File: src/rtl/iir_df_pkg.sv
`timescale 1ns / 1ps

package iir_df_pkg;

	localparam int MAX_TAPS_DEF    = 16;
	localparam int SAMPLE_BITS_DEF = 16;
	localparam int COEFF_BITS_DEF  = 18;
	localparam int FRAC_BITS_DEF   = 14;

	localparam int MODE_BITS      = 2;
	localparam int COEFF_IDX_BITS = 4;
	localparam int TAPS_BITS      = 5;
	localparam int CFG_IDX_BITS   = 1;
	localparam int ACC_BITS       = 64;

	typedef enum logic [MODE_BITS-1:0] {
		MODE_SAMPLE   = 2'd0,
		MODE_LOAD_NUM = 2'd1,
		MODE_LOAD_DEN = 2'd2,
		MODE_UNUSED   = 2'd3
	} mode_t;

	localparam logic [CFG_IDX_BITS-1:0] REG_NUM_TAPS = 1'b0;
	localparam logic [CFG_IDX_BITS-1:0] REG_DEN_TAPS = 1'b1;

	typedef logic [2:0] upc_t;

	localparam upc_t U_IDLE  = 3'd0;
	localparam upc_t U_NUM   = 3'd1;
	localparam upc_t U_DEN   = 3'd2;
	localparam upc_t U_DRAIN = 3'd3;
	localparam upc_t U_FIN   = 3'd4;

	typedef struct packed {
		logic wait_in;
		logic issue;
		logic sel_den;
		logic init_den;
		logic finish;
		upc_t jmp_t;
		upc_t jmp_f;
	} ucode_t;

	// control store
	function automatic ucode_t ucode_rom(input upc_t upc);
		ucode_t w;
		begin
			w = '0;
			unique case (upc)
				U_IDLE: begin
					w.wait_in = 1'b1;
					w.jmp_t   = U_NUM;
					w.jmp_f   = U_IDLE;
				end
				U_NUM: begin
					w.issue    = 1'b1;
					w.init_den = 1'b1;
					w.jmp_t    = U_NUM;
					w.jmp_f    = U_DEN;
				end
				U_DEN: begin
					w.issue   = 1'b1;
					w.sel_den = 1'b1;
					w.jmp_t   = U_DEN;
					w.jmp_f   = U_DRAIN;
				end
				U_DRAIN: begin
					w.jmp_t = U_FIN;
					w.jmp_f = U_FIN;
				end
				U_FIN: begin
					w.finish = 1'b1;
					w.jmp_t  = U_IDLE;
					w.jmp_f  = U_FIN;
				end
				default: begin
					w.jmp_t = U_IDLE;
					w.jmp_f = U_IDLE;
				end
			endcase
			return w;
		end
	endfunction

endpackage

File: src/rtl/iir_df_ifs.sv
`timescale 1ns / 1ps

interface iir_df_in_if #(
	parameter int SAMPLE_BITS = iir_df_pkg::SAMPLE_BITS_DEF,
	parameter int COEFF_BITS  = iir_df_pkg::COEFF_BITS_DEF
);
	logic                                    valid;
	logic                                    ready;
	logic [iir_df_pkg::MODE_BITS-1:0]        mode;
	logic signed [SAMPLE_BITS-1:0]           sample;
	logic [iir_df_pkg::COEFF_IDX_BITS-1:0]   coeff_index;
	logic signed [COEFF_BITS-1:0]            coeff_value;

	modport source (output valid, mode, sample, coeff_index, coeff_value, input ready);
	modport sink   (input valid, mode, sample, coeff_index, coeff_value, output ready);
endinterface

interface iir_df_out_if #(
	parameter int SAMPLE_BITS = iir_df_pkg::SAMPLE_BITS_DEF
);
	logic                          valid;
	logic                          ready;
	logic signed [SAMPLE_BITS-1:0] filtered_sample;
	logic                          saturated;

	modport source (output valid, filtered_sample, saturated, input ready);
	modport sink   (input valid, filtered_sample, saturated, output ready);
endinterface

File: src/rtl/iir_direct_form_filter_top.sv
// samples: one at a time; a new sample is accepted only once the previous result is registered
//   at the output, as the shared multiply-accumulate takes one tap per cycle under the
//   microcode sequencer
// coefficient loads: one per cycle while the sequencer is idle
// reset: sequencer idle, taps 1/1, history position 0, stores read as zero
`timescale 1ns / 1ps

module iir_direct_form_filter_top #(
	parameter int MAX_TAPS    = iir_df_pkg::MAX_TAPS_DEF,
	parameter int SAMPLE_BITS = iir_df_pkg::SAMPLE_BITS_DEF,
	parameter int COEFF_BITS  = iir_df_pkg::COEFF_BITS_DEF,
	parameter int FRAC_BITS   = iir_df_pkg::FRAC_BITS_DEF
) (
	input  logic                                  clk,
	input  logic                                  arst_n,
	iir_df_in_if.sink                             in_ch,
	iir_df_out_if.source                          out_ch,
	input  logic                                  cfg_we,
	input  logic [iir_df_pkg::CFG_IDX_BITS-1:0]   cfg_index,
	input  logic [iir_df_pkg::TAPS_BITS-1:0]      cfg_wdata
);
	import iir_df_pkg::*;

	localparam int AW = $clog2(MAX_TAPS);
	localparam int CW = $clog2(MAX_TAPS + 1);
	localparam int PW = COEFF_BITS + SAMPLE_BITS;
	localparam logic signed [ACC_BITS-1:0] Y_MAX =
		(ACC_BITS'(64'sd1) <<< (SAMPLE_BITS - 1)) - ACC_BITS'(64'sd1);
	localparam logic signed [ACC_BITS-1:0] Y_MIN = -Y_MAX - ACC_BITS'(64'sd1);

	// configuration
	logic [TAPS_BITS-1:0] num_taps_q;
	logic [TAPS_BITS-1:0] den_taps_q;

	always_ff @(posedge clk or negedge arst_n) begin
		if (!arst_n) begin
			num_taps_q <= TAPS_BITS'(1);
			den_taps_q <= TAPS_BITS'(1);
		end else if (cfg_we) begin
			unique case (cfg_index)
				REG_NUM_TAPS: num_taps_q <= cfg_wdata;
				REG_DEN_TAPS: den_taps_q <= cfg_wdata;
				default: ;
			endcase
		end
	end

	logic [CW-1:0] nt_eff;
	logic [CW-1:0] dt_eff;

	always_comb begin
		if (32'(num_taps_q) > 32'(MAX_TAPS)) nt_eff = CW'(MAX_TAPS);
		else nt_eff = CW'(num_taps_q);
		if (32'(den_taps_q) > 32'(MAX_TAPS)) dt_eff = CW'(MAX_TAPS);
		else dt_eff = CW'(den_taps_q);
	end

	// sequencer
	upc_t   upc_q;
	ucode_t uw;
	logic [CW-1:0] i_q;
	logic [AW-1:0] slot_q;
	logic [AW-1:0] pos_q;
	logic          in_acc;
	logic          smp_acc;
	logic          coef_ok;
	logic          ld_num;
	logic          ld_den;
	logic [AW-1:0] wr_idx;
	logic          tap_more;
	logic          out_free;
	logic          cond;
	logic          fin_go;
	logic [AW-1:0] slot_dec;
	logic [AW-1:0] pos_dec;
	logic [AW-1:0] pos_inc;

	assign uw       = ucode_rom(upc_q);
	assign in_ch.ready = uw.wait_in;
	assign in_acc   = in_ch.valid & in_ch.ready;
	assign smp_acc  = in_acc & (in_ch.mode == MODE_SAMPLE);
	assign coef_ok  = 32'(in_ch.coeff_index) < 32'(MAX_TAPS);
	assign ld_num   = in_acc & (in_ch.mode == MODE_LOAD_NUM) & coef_ok;
	assign ld_den   = in_acc & (in_ch.mode == MODE_LOAD_DEN) & coef_ok;
	assign wr_idx   = AW'(in_ch.coeff_index);
	assign tap_more = i_q < (uw.sel_den ? dt_eff : nt_eff);
	assign out_free = !out_ch.valid || out_ch.ready;
	assign cond     = (uw.wait_in & smp_acc) | (uw.issue & tap_more) |
		(uw.finish & out_free) | ~(uw.wait_in | uw.issue | uw.finish);
	assign fin_go   = uw.finish & out_free;
	assign slot_dec = (slot_q == '0) ? AW'(MAX_TAPS - 1) : slot_q - AW'(1);
	assign pos_dec  = (pos_q == '0) ? AW'(MAX_TAPS - 1) : pos_q - AW'(1);
	assign pos_inc  = (pos_q == AW'(MAX_TAPS - 1)) ? '0 : pos_q + AW'(1);

	always_ff @(posedge clk or negedge arst_n) begin
		if (!arst_n) begin
			upc_q  <= U_IDLE;
			i_q    <= '0;
			slot_q <= '0;
			pos_q  <= '0;
		end else begin
			upc_q <= cond ? uw.jmp_t : uw.jmp_f;
			if (uw.wait_in && smp_acc) begin
				i_q    <= '0;
				slot_q <= pos_q;
			end else if (uw.issue && tap_more) begin
				i_q    <= i_q + CW'(1);
				slot_q <= slot_dec;
			end else if (uw.init_den) begin
				i_q    <= CW'(1);
				slot_q <= pos_dec;
			end
			if (fin_go) pos_q <= pos_inc;
		end
	end

	// stores with valid bits, unwritten entries read as zero
	logic signed [COEFF_BITS-1:0]  num_mem [MAX_TAPS];
	logic signed [COEFF_BITS-1:0]  den_mem [MAX_TAPS];
	logic signed [SAMPLE_BITS-1:0] x_mem   [MAX_TAPS];
	logic signed [SAMPLE_BITS-1:0] y_mem   [MAX_TAPS];
	logic [MAX_TAPS-1:0] num_vld_q;
	logic [MAX_TAPS-1:0] den_vld_q;
	logic [MAX_TAPS-1:0] x_vld_q;
	logic [MAX_TAPS-1:0] y_vld_q;
	logic signed [SAMPLE_BITS-1:0] y_sat;

	always_ff @(posedge clk) begin
		if (ld_num) num_mem[wr_idx] <= in_ch.coeff_value;
		if (ld_den) den_mem[wr_idx] <= in_ch.coeff_value;
		if (smp_acc) x_mem[pos_q] <= in_ch.sample;
		if (fin_go) y_mem[pos_q] <= y_sat;
	end

	always_ff @(posedge clk or negedge arst_n) begin
		if (!arst_n) begin
			num_vld_q <= '0;
			den_vld_q <= '0;
			x_vld_q   <= '0;
			y_vld_q   <= '0;
		end else begin
			if (ld_num) num_vld_q[wr_idx] <= 1'b1;
			if (ld_den) den_vld_q[wr_idx] <= 1'b1;
			if (smp_acc) x_vld_q[pos_q] <= 1'b1;
			if (fin_go) y_vld_q[pos_q] <= 1'b1;
		end
	end

	// tap pipeline: read, multiply, accumulate
	logic [AW-1:0] c_addr;
	logic signed [COEFF_BITS-1:0]  num_rd_s1;
	logic signed [COEFF_BITS-1:0]  den_rd_s1;
	logic signed [SAMPLE_BITS-1:0] x_rd_s1;
	logic signed [SAMPLE_BITS-1:0] y_rd_s1;
	logic tap_s1;
	logic sub_s1;
	logic signed [PW-1:0] prod_s2;
	logic tap_s2;
	logic sub_s2;
	logic signed [ACC_BITS-1:0] acc_q;
	logic signed [ACC_BITS-1:0] prod_ext;
	logic signed [ACC_BITS-1:0] y_full;

	assign c_addr = i_q[AW-1:0];

	always_ff @(posedge clk) begin
		num_rd_s1 <= num_vld_q[c_addr] ? num_mem[c_addr] : '0;
		den_rd_s1 <= den_vld_q[c_addr] ? den_mem[c_addr] : '0;
		x_rd_s1   <= x_vld_q[slot_q] ? x_mem[slot_q] : '0;
		y_rd_s1   <= y_vld_q[slot_q] ? y_mem[slot_q] : '0;
		sub_s1    <= uw.sel_den;
		prod_s2   <= sub_s1 ? den_rd_s1 * y_rd_s1 : num_rd_s1 * x_rd_s1;
		sub_s2    <= sub_s1;
	end

	assign prod_ext = ACC_BITS'(prod_s2);

	always_ff @(posedge clk or negedge arst_n) begin
		if (!arst_n) begin
			tap_s1 <= 1'b0;
			tap_s2 <= 1'b0;
			acc_q  <= '0;
		end else begin
			tap_s1 <= uw.issue & tap_more;
			tap_s2 <= tap_s1;
			if (uw.wait_in && smp_acc) acc_q <= '0;
			else if (tap_s2) acc_q <= sub_s2 ? acc_q - prod_ext : acc_q + prod_ext;
		end
	end

	// scale and clip
	logic y_clip;

	assign y_full = acc_q >>> FRAC_BITS;

	always_comb begin
		y_clip = 1'b1;
		if (y_full > Y_MAX) y_sat = SAMPLE_BITS'(Y_MAX);
		else if (y_full < Y_MIN) y_sat = SAMPLE_BITS'(Y_MIN);
		else begin
			y_sat  = SAMPLE_BITS'(y_full);
			y_clip = 1'b0;
		end
	end

	// output register
	logic                          out_vld_q;
	logic signed [SAMPLE_BITS-1:0] out_smp_q;
	logic                          out_sat_q;

	always_ff @(posedge clk or negedge arst_n) begin
		if (!arst_n) out_vld_q <= 1'b0;
		else if (fin_go) out_vld_q <= 1'b1;
		else if (out_ch.ready) out_vld_q <= 1'b0;
	end

	always_ff @(posedge clk) begin
		if (fin_go) begin
			out_smp_q <= y_sat;
			out_sat_q <= y_clip;
		end
	end

	assign out_ch.valid           = out_vld_q;
	assign out_ch.filtered_sample = out_smp_q;
	assign out_ch.saturated       = out_sat_q;

endmodule
File: src/flat_wrapper.sv
// flat-port wrapper written by rule: the top's interface ports become plain ports
module iir_direct_form_filter_top_flat import iir_df_pkg::*;
#(
	parameter int MAX_TAPS    = iir_df_pkg::MAX_TAPS_DEF,
	parameter int SAMPLE_BITS = iir_df_pkg::SAMPLE_BITS_DEF,
	parameter int COEFF_BITS  = iir_df_pkg::COEFF_BITS_DEF,
	parameter int FRAC_BITS   = iir_df_pkg::FRAC_BITS_DEF
)
  (clk, arst_n, cfg_we, cfg_index, cfg_wdata, in_ch_valid, in_ch_mode, in_ch_sample, in_ch_coeff_index, in_ch_coeff_value, in_ch_ready, out_ch_valid, out_ch_filtered_sample, out_ch_saturated, out_ch_ready);
  iir_df_in_if #(.SAMPLE_BITS(SAMPLE_BITS), .COEFF_BITS(COEFF_BITS)) in_ch_i ();
  iir_df_out_if #(.SAMPLE_BITS(SAMPLE_BITS)) out_ch_i ();
  input  logic clk;
  input  logic arst_n;
  input  logic cfg_we;
  input  logic [iir_df_pkg::CFG_IDX_BITS-1:0] cfg_index;
  input  logic [iir_df_pkg::TAPS_BITS-1:0] cfg_wdata;
  input wire logic [$bits(in_ch_i.valid)-1:0] in_ch_valid;
  input wire logic [$bits(in_ch_i.mode)-1:0] in_ch_mode;
  input wire logic [$bits(in_ch_i.sample)-1:0] in_ch_sample;
  input wire logic [$bits(in_ch_i.coeff_index)-1:0] in_ch_coeff_index;
  input wire logic [$bits(in_ch_i.coeff_value)-1:0] in_ch_coeff_value;
  output wire logic [$bits(in_ch_i.ready)-1:0] in_ch_ready;
  output wire logic [$bits(out_ch_i.valid)-1:0] out_ch_valid;
  output wire logic [$bits(out_ch_i.filtered_sample)-1:0] out_ch_filtered_sample;
  output wire logic [$bits(out_ch_i.saturated)-1:0] out_ch_saturated;
  input wire logic [$bits(out_ch_i.ready)-1:0] out_ch_ready;
  assign in_ch_i.valid = in_ch_valid;
  assign in_ch_i.mode = in_ch_mode;
  assign in_ch_i.sample = in_ch_sample;
  assign in_ch_i.coeff_index = in_ch_coeff_index;
  assign in_ch_i.coeff_value = in_ch_coeff_value;
  assign in_ch_ready = in_ch_i.ready;
  assign out_ch_valid = out_ch_i.valid;
  assign out_ch_filtered_sample = out_ch_i.filtered_sample;
  assign out_ch_saturated = out_ch_i.saturated;
  assign out_ch_i.ready = out_ch_ready;
  iir_direct_form_filter_top #(.MAX_TAPS(MAX_TAPS), .SAMPLE_BITS(SAMPLE_BITS), .COEFF_BITS(COEFF_BITS), .FRAC_BITS(FRAC_BITS)) u_core (.clk(clk), .arst_n(arst_n), .in_ch(in_ch_i), .out_ch(out_ch_i), .cfg_we(cfg_we), .cfg_index(cfg_index), .cfg_wdata(cfg_wdata));
endmodule
File: config.mk
export PLATFORM = sky130hd
export DESIGN_NAME = iir_direct_form_filter_top_flat
export DESIGN_NICKNAME = d
export VERILOG_FILES = /design/src/rtl/iir_df_pkg.sv /design/src/rtl/iir_df_ifs.sv /design/src/rtl/iir_direct_form_filter_top.sv /design/src/flat_wrapper.sv
export SDC_FILE = /design/constraint.sdc
export NUM_CORES = 2
export LEC_CHECK = 0
export BUFFER_PORTS_ARGS = -buffer_cell sky130_fd_sc_hd__clkbuf_2
export CORE_UTILIZATION = 35
export CTS_CLUSTER_DIAMETER = 200
export DETAILED_ROUTE_END_ITERATION = 16
export SETUP_SLACK_MARGIN = 0.2
export SYNTH_ARGS = -nofsm -noshare
export SYNTH_HDL_FRONTEND = slang
export SYNTH_SLANG_ARGS = --single-unit
File: constraint.sdc
create_clock -name clk -period 9.05 [get_ports clk]
set_clock_uncertainty 0.15 [all_clocks]
set_input_delay 1.81 -clock clk [delete_from_list [all_inputs] [get_ports clk]]
set_output_delay 1.81 -clock clk [all_outputs]
set_load 0.03 [all_outputs]
Word level (Yosys, flattened, before mapping)
Memories as Yosys holds them, arrays and structs flattened. A register that Yosys moved wholly into a read port is not among the register bits. Index checks and enable logic that the tools add are counted.

Output and inout bits: 19. Memories: 4. Input port bits: 51. RAM bits: 1088. Bits in read-only memories: 0. Latch bits: 0. Flip-flop bits (word level): 210. Logic and storage cells: 135.

Bitwise gates (word level): 18. Divide/modulo/power cells: 0. Magnitude comparators: 11. $mul: 2. Eq/ne operators: 7. Shift-type cells: 0. Reduce and logical (&&, ||, !) cells: 20. Add/sub/neg operators: 6. Multiplexer cells: 48.

Memory list: u_core.den_mem (depth 16, width 18, read ports 1, clocked after memory_dff 1, wr ports 1, line iir_direct_form_filter_top.sv:119) `logic signed [COEFF_BITS-1:0] den_mem [MAX_TAPS];`; u_core.num_mem (depth 16, width 18, read ports 1, clocked after memory_dff 1, wr ports 1, line iir_direct_form_filter_top.sv:118) `logic signed [COEFF_BITS-1:0] num_mem [MAX_TAPS];`; u_core.x_mem (depth 16, width 16, read ports 1, clocked after memory_dff 1, wr ports 1, line iir_direct_form_filter_top.sv:120) `logic signed [SAMPLE_BITS-1:0] x_mem [MAX_TAPS];`; u_core.y_mem (depth 16, width 16, read ports 1, clocked after memory_dff 1, wr ports 1, line iir_direct_form_filter_top.sv:121) `logic signed [SAMPLE_BITS-1:0] y_mem [MAX_TAPS];`.

Operator list (number): 64-bit two-way mux (3); 18-bit by 16-bit multiplier with 34-bit output (2); 64-bit by 34-bit adder with 64-bit output (1); 16-bit bitwise OR (4); 64-bit by 34-bit subtractor with 64-bit output (1); 50-bit by 16-bit > comparator with 1-bit output, second input constant (1); 50-bit by 16-bit < comparator with 1-bit output, second input constant (1); 34-bit two-way mux (1); 16-bit two-way mux (2); 5-bit two-way mux (6); 6-bit case mux with 5 select lines (1); 4-bit two-way mux (6); 1-bit two-way mux (22); 4-bit by 5-bit < comparator with 1-bit output, second input constant (4); 1-bit binary-select mux with 4-bit select (4); 5-bit > comparator, second input constant (2); 1-bit demux with 4-bit select (2); 4-bit by 1-bit >= comparator with 1-bit output, second input constant (2); 4-bit zero test (2); 4-bit by 1-bit subtractor with 4-bit output, second input constant (2); 1-bit AND (7); 3-bit by 2-bit == test with 1-bit output, second input constant (2); 5-bit by 1-bit adder with 5-bit output, second input constant (1); 1-bit zero test (5); other kinds (18) (28).

Depth between registers and ports, before layout
Depth in word-level cells: 9. Mapped depth: 25. Gate-level depth less buffers: 24.

Worst setup path after synthesis
Ideal clock, no wire load.

Kind: register -> register. Start: register u_core.y_rd_s1[9], read port of u_core.y_mem. End: register u_core.prod_s2[33]. Period minus slack after synthesis: 6.440 ns. Slack: 2.610 ns. Buffers on the path: 2. Arrival time: 6.158 ns. Cell stages (with the launch flop): 26. Cell sequence: dfxtp_1 > clkbuf_1 > clkbuf_1 > nand2_1 > fa_1 > inv_1 > fa_1 > inv_1 > fa_1 > inv_1 > fa_1 > fa_1 > inv_1 > fa_1 > inv_1 > ha_1 > and4_1 > o21a_1 > a22o_1 > a31oi_4 > o221ai_2 > a41oi_2 > a2111oi_0 > a211oi_1 > xnor2_1 > mux2i_1.

Cells in the longest elaborated chain, start to end: 2.

RTL lines: start, declared (line iir_direct_form_filter_top.sv:154) `logic signed [SAMPLE_BITS-1:0] y_rd_s1;`; 18-bit by 16-bit multiplier with 34-bit output (line iir_direct_form_filter_top.sv:172) `prod_s2 <= sub_s1 ? den_rd_s1 * y_rd_s1 : num_rd_s1 * x_rd_s1;`; 34-bit two-way mux (line iir_direct_form_filter_top.sv:172); end signal, assigned (line iir_direct_form_filter_top.sv:172); end, declared (line iir_direct_form_filter_top.sv:157) `logic signed [PW-1:0] prod_s2;`.

Every way passes these cells. A chain may end at the register's enable or synchronous reset.

Final worst setup path
Start: register u_core.x_rd_s1[1], read port of u_core.x_mem. End: register u_core.prod_s2[32].

Cells in the longest elaborated chain, start to end: 2.

RTL lines: start, declared (line iir_direct_form_filter_top.sv:153) `logic signed [SAMPLE_BITS-1:0] x_rd_s1;`; 18-bit by 16-bit multiplier with 34-bit output (line iir_direct_form_filter_top.sv:172); 34-bit two-way mux (line iir_direct_form_filter_top.sv:172).

Every way passes these cells.

==> results.md <==
* Outcome: finished, final reports clean
* Fraction of registers with async set/reset at 11.5%
* # hold bufs at CTS at 0
* Post-Synthesis Cell Area at 0.0780 mm2
* Gpl congestion at 0.872
* Crit Path Class: reg2reg
* Die Y at 474 um
* Mux contribution to synthesized area at 11.4%
* Filler cells at 20380
* Crit path launch type: flip-flop
* Worst Setup End Kind: flip-flop
* Post-route minimum period at 7.40 ns
* TritonCTS buffer count at 144
* Flops & latches, synth at 1366
* Multi-input gate area at 0.0355 mm2
* CTS root buf: clkbuf_16
* P per Cell Area at 336 mW/mm2
* Slew headroom at 21.8%
* Distinct cells, synth at 97
* Vias at 44626
* CTS H-Tree Depth at 4
* Largest net degree at the start of global routing at 102
* Gr ovfl total at 0
* Largest family of logic cells by synthesized area: adder cells
* Routed Antenna Nets at 0
* Avg Vias per Cell at 5.12
* Reg2Reg Setup Slack at 1.65 ns
* Compound-cell area share of the yosys netlist at 4.41%
* Core ar. at 0.221 mm2
* DRC Markers at 0
* Area grow syn2layout at 11.4%
* Syn Inst Count at 5587
* Initial antenna violation count at 5
* First-pass GRT wire length at 293000 um
* Port Buffers at 69
* Initial DRC Count at 3510
* Total routed wirelength at 191000 um
* Pre-CTS WS at 1.69 ns
* Fin. max-slew vios at 0
* Max Cap Viol at 0
* LEAKAGE at 33.5 nW
* Setup TNS at 0 ns
* Worst-path clk slew at 0.06 ns
* Sequential Area at 0.0392 mm2
* Post-CTS Setup Inserts at 0
* Period utilization at 81.8%
* Nets at 6510
* Setup-failing EPs final at 0
* Worst hold path type: reg2reg
* # resized after CTS at 0
* IO Count at 70
* Post-synth EDFFs at 1105
* Vias in the first global route at 46512
* Avg WL per Cell at 21.9 um
* DP Wirelength at 127000 um
* Critical-path maximum fanout at 18
* Slew @ Worst Pin at 1.17 ns
* Synth warn at 0
* Post-synthesis simple-gate area fraction at 8.72%
* GRT Util Overall at 17.2%
* VDD IR max at 0.000247 V
* Clk buf depth at 3
* Reg2reg path depth at 20
* Post-synthesis xor/xnor area fraction at 1.71%
* Die width at 474 um
* Core Rows at 172
* Worst Path Required at 9.57 ns
* Prevailing post-synth register cell: edfxtp_1
* Clk_lat worst skew at 0.82 ns
* Final Hold Fails at 0
* Final worst slack at 1.65 ns
* Reg-to-reg endpoint: u_core.prod_s2[32]
* Peak Freq at 0.135 GHz
* CTS sink count at 1366
* Post-Synth Adder-Cell Area at 18.9%
* Pre-antenna DRT Iters at 5
* Post-synthesis net count at 6467
* DIE AREA at 0.225 mm2
* RSZ-0062 raised after global routing: false
* Core Util, Final at 39.4%
* CTS tree: done
* Crit path capture: u_core.prod_s2[32]
* Crit. Startpoint: u_core.x_rd_s1[1]
* Crit path DAT at 7.92 ns
* Initial Util at 35.3%
* Register area share after synthesis at 50.3%
* FF-to-FF Start: u_core.x_rd_s1[1]
* Syn avg cell area at 14.0 um2
* Share of layout cells above drive strength 1 at 15.7%
## cells by family (layout without fill, tap and decap cells)
| group | Yosys count | in the layout |
|---|---|---|
| buffers and inverters | 933 | 1094 |
| adder cells (fa/ha/maj) | 829 | 829 |
| other | 0 | 2 |
| AO/OA/AOI/OAI | 526 | 526 |
| AND/OR/NAND/NOR | 1338 | 1338 |
| multiplexers | 443 | 443 |
| XOR/XNOR | 152 | 152 |
| flip-flops | 1366 | 1366 |
## worst min path at each step
stage                  startpoint             to  depth (start not counted)
global route        u_core.tap_s1  u_core.tap_s2                          0
floorplan           u_core.tap_s1  u_core.tap_s2                          0
CTS                 u_core.tap_s1  u_core.tap_s2                          0
global placement    u_core.tap_s1  u_core.tap_s2                          0
detailed placement  u_core.tap_s1  u_core.tap_s2                          0
finish              u_core.tap_s1  u_core.tap_s2                          0
## area by class of cell
cell class                      instances  share of cell area, %
Clock inverter                         72                   1.13
Timing Repair Buffer                  146                   1.09
Antenna cell                            2                0.00576
Inverter                              684                   2.96
Tap cell                             2958                   4.26
Sequential cell                      1366                   45.2
Multi-Input combinational cell       3288                   40.8
Clock buffer                          192                   4.54
## cells in the final DEF, fill, tap and decap left out, types with 71 or more instances in the layout
cell,instances
and2_1,281
xnor2_1,107
nand2_1,426
buf_4,76
inv_1,684
dfrtp_1,146
edfxtp_1,1105
dfxtp_1,102
nor2_1,179
ha_1,248
or2_2,71
mux4_2,356
a21oi_1,149
clkbuf_16,147
fa_1,581
o21ai_0,108
nor2b_1,85
## sequential cells by signal (all words and copies together), names as in the netlist, 18 cells and up
name and flops:
u_core.den_mem 288, u_core.num_mem 288, u_core.x_mem 256, u_core.y_mem 256, u_core.acc_q 64, u_core.prod_s2 34
u_core.den_rd_s1 18, u_core.num_rd_s1 18
## metal layers
metal  track usage [%]  share of wire (%)  up-vias
met5                 0              0.028        -
met4              4.97                2.6        8
met3              2.51                5.4      264
met2              27.6                 48     1287
met1              24.1                 44    23371
li1                  -                  -    19696
## where the power goes
part,switching (mW),total [mW],internal [mW],leakage (nW)
Clock,2.61,6.10,3.50,2.36
Sequential,1.32,8.95,7.64,12.8
Combinational,8.15,14.1,5.96,18.4
## critical path: stages, from the launching register on
cell and delay (ns):
dfxtp_1 0.76, nand2_1 0.21, inv_1 0.18, fa_1 0.54, fa_1 0.91, fa_1 0.53, fa_1 0.51, fa_1 0.50
inv_1 0.05, fa_1 0.47, inv_1 0.04, ha_1 0.37, and2_1 0.24, nand3_1 0.13, a311o_1 0.35, a21oi_1 0.29
o311ai_0 0.25, nand4_1 0.15, o21ai_0 0.10, nor3_1 0.38, o21ai_0 0.17
## through the flow
| step | std cells | area, um2 | power (mW) | hold slack (ns) |
|---|---|---|---|---|
| 2_1_floorplan | 5587 | 78000 | 19.0 | 0.181 |
| 4_1_cts | 8706 | 86800 | 29.4 | 0.223 |
| 6_report | 8708 | 86800 | 29.2 | 0.214 |
| 3_5_place_dp | 8442 | 81900 | 23.2 | 0.209 |
| 5_1_grt | 8706 | 86800 | 31.1 | 0.231 |
| 3_3_place_gp | 8442 | 81900 | 23.0 | 0.194 |
## Yosys cell counts (46+ instances only)
cell type	count	area, um2
edfxtp_1	1105	33200
inv_1	684	2570
fa_1	581	11600
nand2_1	426	1600
mux4_2	356	8020
and2_1	281	1760
ha_1	248	3100
nor2_1	219	822
clkbuf_1	194	728
dfrtp_1	155	3880
a21oi_1	149	746
o21ai_0	110	551
xnor2_1	107	937
dfxtp_1	104	2080
nor2b_1	85	532
or2_2	71	444
mux2i_1	66	661
nor3_1	50	250
a21o_1	46	345
Power figures use the tool's default switching activity.
